File: src/rtl/htfd_pkg.sv
// shared types, constants and crc function for the humidity/temperature frame decoder
package htfd_pkg;

    typedef struct packed {
        logic [7:0] rx_byte;
        logic       frame_start;
    } htfd_in_t;

    typedef struct packed {
        logic signed [14:0] temperature_centi;
        logic [13:0]        humidity_centi;
        logic [15:0]        temperature_raw;
        logic [15:0]        humidity_raw;
        logic               temperature_check_ok;
        logic               humidity_check_ok;
    } htfd_out_t;

    localparam logic [7:0]  CRC_POLY    = 8'h31;
    localparam logic [7:0]  CRC_INIT    = 8'hFF;
    localparam logic [15:0] FULL_SCALE  = 16'hFFFF;
    localparam logic [14:0] TEMP_SPAN   = 15'd17500;
    localparam logic [14:0] TEMP_OFFSET = 15'd4500;
    localparam logic [13:0] HUM_SPAN    = 14'd10000;

    // crc-8, msb first, no final xor
    function automatic logic [7:0] crc8_update(input logic [7:0] crc, input logic [7:0] data);
        logic [7:0] c;
        c = crc ^ data;
        for (int k = 0; k < 8; k++) begin
            c = c[7] ? ({c[6:0], 1'b0} ^ CRC_POLY) : {c[6:0], 1'b0};
        end
        return c;
    endfunction

endpackage

File: src/rtl/humidity_temp_frame_decoder.sv
// humidity/temperature sensor frame decoder: crc check and fixed-point scaling
//
// Takes one frame byte per cycle unless the input stalls and, in the cycle after the sixth
// byte of a frame, presents a result holding both raw words, their crc-8 flags and the
// scaled values in hundredths. The input takes a byte in every cycle; it stalls only when a
// result is still waiting on the output register and the frame has reached its humidity crc
// byte, even if the waiting byte carries frame_start. All decoding runs in a single pass
// between the frame state registers and the output register; the scaling divides by 65535
// with a shift, an add and one correcting compare after a constant multiply.
module humidity_temp_frame_decoder (
    input  logic                aclk,
    input  logic                aresetn,
    input  logic                s_valid,
    output logic                s_ready,
    input  htfd_pkg::htfd_in_t  s_data,
    output logic                m_valid,
    input  logic                m_ready,
    output htfd_pkg::htfd_out_t m_data
);

    localparam logic [2:0] POS_TEMP_HI = 3'd0;
    localparam logic [2:0] POS_TEMP_LO = 3'd1;
    localparam logic [2:0] POS_TEMP_CRC = 3'd2;
    localparam logic [2:0] POS_HUM_HI = 3'd3;
    localparam logic [2:0] POS_HUM_LO = 3'd4;
    localparam logic [2:0] POS_HUM_CRC = 3'd5;

    logic [2:0]          byte_position_reg, byte_position_next;
    logic [7:0]          crc_reg, crc_next;
    logic [15:0]         temp_word_reg, temp_word_next;
    logic [15:0]         hum_word_reg, hum_word_next;
    logic                temp_ok_reg, temp_ok_next;
    logic                m_valid_reg, m_valid_next;
    htfd_pkg::htfd_out_t m_data_reg, m_data_next;

    logic       s_fire;
    logic [2:0] pos;
    logic       frame_done;

    // scaling datapath
    logic [30:0] temp_prod;
    logic [29:0] hum_prod;
    logic [16:0] temp_rem;
    logic [16:0] hum_rem;
    logic [14:0] temp_quot;
    logic [13:0] hum_quot;

    // only a byte in the humidity crc position waits for the output side
    assign s_ready = !m_valid_reg || m_ready || (byte_position_reg != POS_HUM_CRC);
    assign s_fire  = s_valid && s_ready;
    assign m_valid = m_valid_reg;
    assign m_data  = m_data_reg;

    always_comb begin
        if (s_data.frame_start || byte_position_reg > POS_HUM_CRC) begin
            pos = POS_TEMP_HI;
        end else begin
            pos = byte_position_reg;
        end
    end

    assign frame_done = s_fire && (pos == POS_HUM_CRC);

    // x / 65535 = (x >> 16) plus one when the folded remainder reaches 65535
    assign temp_prod = 31'(temp_word_reg) * 31'(htfd_pkg::TEMP_SPAN);
    assign hum_prod  = 30'(hum_word_reg) * 30'(htfd_pkg::HUM_SPAN);
    assign temp_rem  = {1'b0, temp_prod[15:0]} + 17'(temp_prod[30:16]);
    assign hum_rem   = {1'b0, hum_prod[15:0]} + 17'(hum_prod[29:16]);
    assign temp_quot = temp_prod[30:16] + 15'(temp_rem >= 17'(htfd_pkg::FULL_SCALE));
    assign hum_quot  = hum_prod[29:16] + 14'(hum_rem >= 17'(htfd_pkg::FULL_SCALE));

    always_comb begin
        byte_position_next = byte_position_reg;
        crc_next           = crc_reg;
        temp_word_next     = temp_word_reg;
        hum_word_next      = hum_word_reg;
        temp_ok_next       = temp_ok_reg;
        if (s_fire) begin
            unique case (pos)
                POS_TEMP_HI: begin
                    crc_next           = htfd_pkg::crc8_update(htfd_pkg::CRC_INIT, s_data.rx_byte);
                    temp_word_next     = {s_data.rx_byte, 8'h00};
                    byte_position_next = POS_TEMP_LO;
                end
                POS_TEMP_LO: begin
                    crc_next           = htfd_pkg::crc8_update(crc_reg, s_data.rx_byte);
                    temp_word_next     = {temp_word_reg[15:8], s_data.rx_byte};
                    byte_position_next = POS_TEMP_CRC;
                end
                POS_TEMP_CRC: begin
                    temp_ok_next       = (s_data.rx_byte == crc_reg);
                    crc_next           = htfd_pkg::CRC_INIT;
                    byte_position_next = POS_HUM_HI;
                end
                POS_HUM_HI: begin
                    crc_next           = htfd_pkg::crc8_update(htfd_pkg::CRC_INIT, s_data.rx_byte);
                    hum_word_next      = {s_data.rx_byte, 8'h00};
                    byte_position_next = POS_HUM_LO;
                end
                POS_HUM_LO: begin
                    crc_next           = htfd_pkg::crc8_update(crc_reg, s_data.rx_byte);
                    hum_word_next      = {hum_word_reg[15:8], s_data.rx_byte};
                    byte_position_next = POS_HUM_CRC;
                end
                default: begin
                    crc_next           = htfd_pkg::CRC_INIT;
                    byte_position_next = POS_TEMP_HI;
                end
            endcase
        end
    end

    always_comb begin
        m_valid_next = m_valid_reg;
        m_data_next  = m_data_reg;
        if (m_valid_reg && m_ready) begin
            m_valid_next = 1'b0;
        end
        if (frame_done) begin
            m_valid_next                     = 1'b1;
            m_data_next.temperature_centi    = signed'(temp_quot - htfd_pkg::TEMP_OFFSET);
            m_data_next.humidity_centi       = hum_quot;
            m_data_next.temperature_raw      = temp_word_reg;
            m_data_next.humidity_raw         = hum_word_reg;
            m_data_next.temperature_check_ok = temp_ok_reg;
            m_data_next.humidity_check_ok    = (s_data.rx_byte == crc_reg);
        end
    end

    always_ff @(posedge aclk) begin
        if (!aresetn) begin
            byte_position_reg <= POS_TEMP_HI;
            crc_reg           <= htfd_pkg::CRC_INIT;
            m_valid_reg       <= 1'b0;
        end else begin
            byte_position_reg <= byte_position_next;
            crc_reg           <= crc_next;
            m_valid_reg       <= m_valid_next;
        end
    end

    always_ff @(posedge aclk) begin
        temp_word_reg <= temp_word_next;
        hum_word_reg  <= hum_word_next;
        temp_ok_reg   <= temp_ok_next;
        m_data_reg    <= m_data_next;
    end

    a_pos_range: assert property (@(posedge aclk) disable iff (!aresetn)
        byte_position_reg <= POS_HUM_CRC)
        else $error("byte position out of range");

    a_crc_fresh: assert property (@(posedge aclk) disable iff (!aresetn)
        (byte_position_reg == POS_TEMP_HI || byte_position_reg == POS_HUM_HI)
        |-> crc_reg == htfd_pkg::CRC_INIT)
        else $error("crc not reinitialised at word start");

    a_frame_result: assert property (@(posedge aclk) disable iff (!aresetn)
        frame_done |=> m_valid_reg && byte_position_reg == POS_TEMP_HI)
        else $error("completed frame did not produce a result");

    a_stall_cause: assert property (@(posedge aclk) disable iff (!aresetn)
        !s_ready |-> m_valid_reg && byte_position_reg == POS_HUM_CRC)
        else $error("input stalled without a pending result");

endmodule

File: config.mk
export PLATFORM = sky130hd
export DESIGN_NAME = humidity_temp_frame_decoder
export DESIGN_NICKNAME = d
export VERILOG_FILES = /design/src/rtl/htfd_pkg.sv /design/src/rtl/humidity_temp_frame_decoder.sv
export SDC_FILE = /design/constraint.sdc
export NUM_CORES = 1
export LEC_CHECK = 0
export BUFFER_PORTS_ARGS = -buffer_cell sky130_fd_sc_hd__clkbuf_2
export CORE_MARGIN = 1
export CORE_UTILIZATION = 53
export CTS_CLUSTER_DIAMETER = 60
export CTS_CLUSTER_SIZE = 40
export DETAILED_ROUTE_END_ITERATION = 10
export HOLD_SLACK_MARGIN = 0.02
export PLACE_DENSITY = 0.77
export SLEW_MARGIN = 15
export SYNTH_ARGS = -nofsm -noshare
export SYNTH_HDL_FRONTEND = slang
export SYNTH_SLANG_ARGS = --single-unit
File: constraint.sdc
create_clock -name aclk -period 7.05 [get_ports aclk]
set_clock_uncertainty 0.05 [all_clocks]
set_input_delay 0.3525 -clock aclk [delete_from_list [all_inputs] [get_ports aclk]]
set_output_delay 0.3525 -clock aclk [all_outputs]
set_load 0.01 [all_outputs]
==> results.ini <==
[run_status]
outcome = finished, violations left
violations = design-rule violations, negative setup slack

[sta]
slew_violations = 0
fmax_mhz = 132
finalHoldViolCount = 0
hold_slack_ps = 236
setup_ws_ps = -506
tightest_slew_ps = 1090
maxSlewHeadroom = 0.264
rsz0062_at_grt = yes
post-route-period-util = 1.07
fin_crit_ps = 7560
setup_violations = 25

[layout]
final_cells = 1802
largest_register_ff_count = 63
area_growth_pct = 32.7
nets = 1807
drive_above_1_share = 0.350
fin_util = 0.725
diodes = 0

[floorplan]
start_util = 0.546
io_pins = 78
die_h_um = 153
die_w_um = 153
num_rows = 54
die-area_sq_um = 23300
core-area_sq_um = 22000

[synth]
ys_warn_count = 0
synth_top_area_frac = 0.240
syn-num-nets = 1491
synth_cell_types = 88
syn_area_per_cell_sq_um = 10.0
synth_area_leader_cell = edfxtp_1
yosysSeqAreaShare = 0.260
synth_edf_count = 96
synthCells = 1201
yosys_most_used_dff = edfxtp_1
synth.ff_latch_count = 108
synth-async-reset-ratio = 0
synth_area_leaders = edfxtp_1 24%, ha_1 20%, fa_1 14%, inv_1 7.2%, xnor2_1 4.7%
netlist_area_sq_um = 12000

[critical_path]
end_kind = flip-flop
required_ps = 7130
path_common_cell = ha_4
critical_path_class = flip-flop to flip-flop
cp_data_arrival_time_ps = 7630
slowest_stage = fa_1
reg2regPathDepth = 32
crit_fanout = 5
cp-startpoint = hum_word_reg[6]
critPathLaunchType = flip-flop
reg2reg_from = hum_word_reg[6]
slowest_delay_ps = 590

[global_route]
grt_pass1_vias = 10100
grt_overflow = 0
track_usage = 0.265
grt_pass1_wl_um = 49200
grt_max_degree = 39
antenna_found_initial = 0

[power]
p_int_mw = 3.85
p_switching_mw = 3.12
ir_drop_v = 0.000465
p_seq_frac = 0.116
leakage_nw = 7.48
switching_share = 0.448
p_clk_frac = 0.078
powerDensity_nw_per_um2 = 437
power_frac_comb = 0.806
total_power_mw = 6.98

[hold_path]
min_path_cells = 2
hold_class = primary input to flip-flop
min-delay-start = aresetn

[clock_network]
clk_pin_slew_worst_paths_ps = 90
cts.path.max_buffers = 2
hold_buffers = 0
clock_latency_ps = 370
cts.sinks = 108
cts_buffers = 9
cts_tree = yes
htree_levels = 3
cts_root_buf = clkbuf_16

[drt]
dr_total_vias = 10200
firstDrtPassIters = 10
drt-wirelength-per-cell_um = 18.9
ant_nets = 0
drcViolationCount = 3
drt_wl_total_um = 34100
viasPerCell = 5.67
drtIter0Drc = 650

[placement]
dpl_worst_slack_ps = -407
gp_congestion = 0.889
place.port_buffers = 77
hpwl_um = 22300
dp.cells = 1734

[run]
max_cap_viol_count = 0

[path summary, 6_finish.rpt]
kind / end / slack [ps]
worst min-delay path: crc_reg[2] / 240
worst max-delay path: m_data[44] / -510
worst min register to register: m_data[1] / 390
worst max register to register: m_data[44] / -510
[cell families after synthesis]
family | Yosys count | synth area share
AOI/OAI and AO/OA | 213 | 0.128
adders and majority gates | 277 | 0.339
DFF | 108 | 0.260
xor gates and xnor gates | 103 | 0.0765
muxes | 4 | 0.00333
and+or+nand+nor | 246 | 0.116
buffers and inverters | 250 | 0.0783
[cell type report]
class | instances | area (sq um)
inverter | 230 | 866
multi-input combinational | 843 | 9020
clock buffer | 9 | 225
sequential | 108 | 3120
clock inverter | 7 | 93.8
fill | 1426 | 6060
tap | 280 | 350
timing repair buffer | 325 | 2290
[routing by layer]
metal | routed length, um | global-route usage | part of all wire
met1 | 13900 | 0.338 | 0.41
met2 | 16700 | 0.455 | 0.49
met3 | 1890 | 0.0327 | 0.056
met4 | 1630 | 0.107 | 0.048
met5 | 0 | 0 | 0
[cell usage in the layout (no fill, tap or decap), types with 13 or more instances in the layout]
cell type	n
o21a_1	18
a21oi_2	14
nand3_1	13
xnor2_1	53
and2_1	23
o21ai_0	29
fa_1	80
nand2_1	44
buf_4	236
nor2_1	35
a21o_1	17
ha_4	37
nor2b_1	26
inv_1	206
edfxtp_1	96
ha_1	154
a21oi_1	28
xor2_1	35
inv_2	23
clkbuf_2	77
[stage by stage]
| step | area (sq um) | setup TNS (ps) |
|---|---|---|
| after global placement | 14400 | -2900 |
| after global routing | 16000 | -14500 |
| after floorplan | 12300 | -43.1 |
| final | 16000 | -7390 |
| after CTS | 15500 | -930 |
| after detailed placement | 14400 | -4980 |
[repair_timing]
item,CTS,global route
resized for setup,90,70
buffers inserted,37,20
pin swaps,88,60
gates cloned,0,0
setup endpoints to repair,21,27
[power by group through the flow]
stage,Sequential (mW),Combinational (mW),Clock [mW]
2_1_floorplan,0.821,2.98,0
3_3_place_gp,0.821,4.33,0
3_5_place_dp,0.821,4.45,0
4_1_cts,0.806,4.99,0.555
5_1_grt,0.809,6.03,0.576
6_report,0.808,5.62,0.547
[worst max-delay path, delay by kind of cell, from the launching register on]
family	cells	cell delay (ps)
adder cells (fa/ha/maj)	9	2940
AND/OR/NAND/NOR	9	1590
AO/OA/AOI/OAI	6	1530
buffers and inverters	7	590
flip-flops	1	460
XOR/XNOR	1	140
[synth_stat cells (all sizes together), types with 6 or more instances]
cell type	instances
a211oi	13
a21o	17
a21oi	46
and2	25
and3	7
clkbuf	16
dfxtp	12
edfxtp	96
fa	82
ha	195
inv	230
nand2	48
nand2b	12
nand3	18
nand4	13
nor2	41
nor2b	28
nor3	16
nor4	6
o211ai	12
o21a	18
o21ai	45
o221ai	9
or2	8
xnor2	66
xor2	37
No activity file was read; power rests on OpenSTA's default activity.
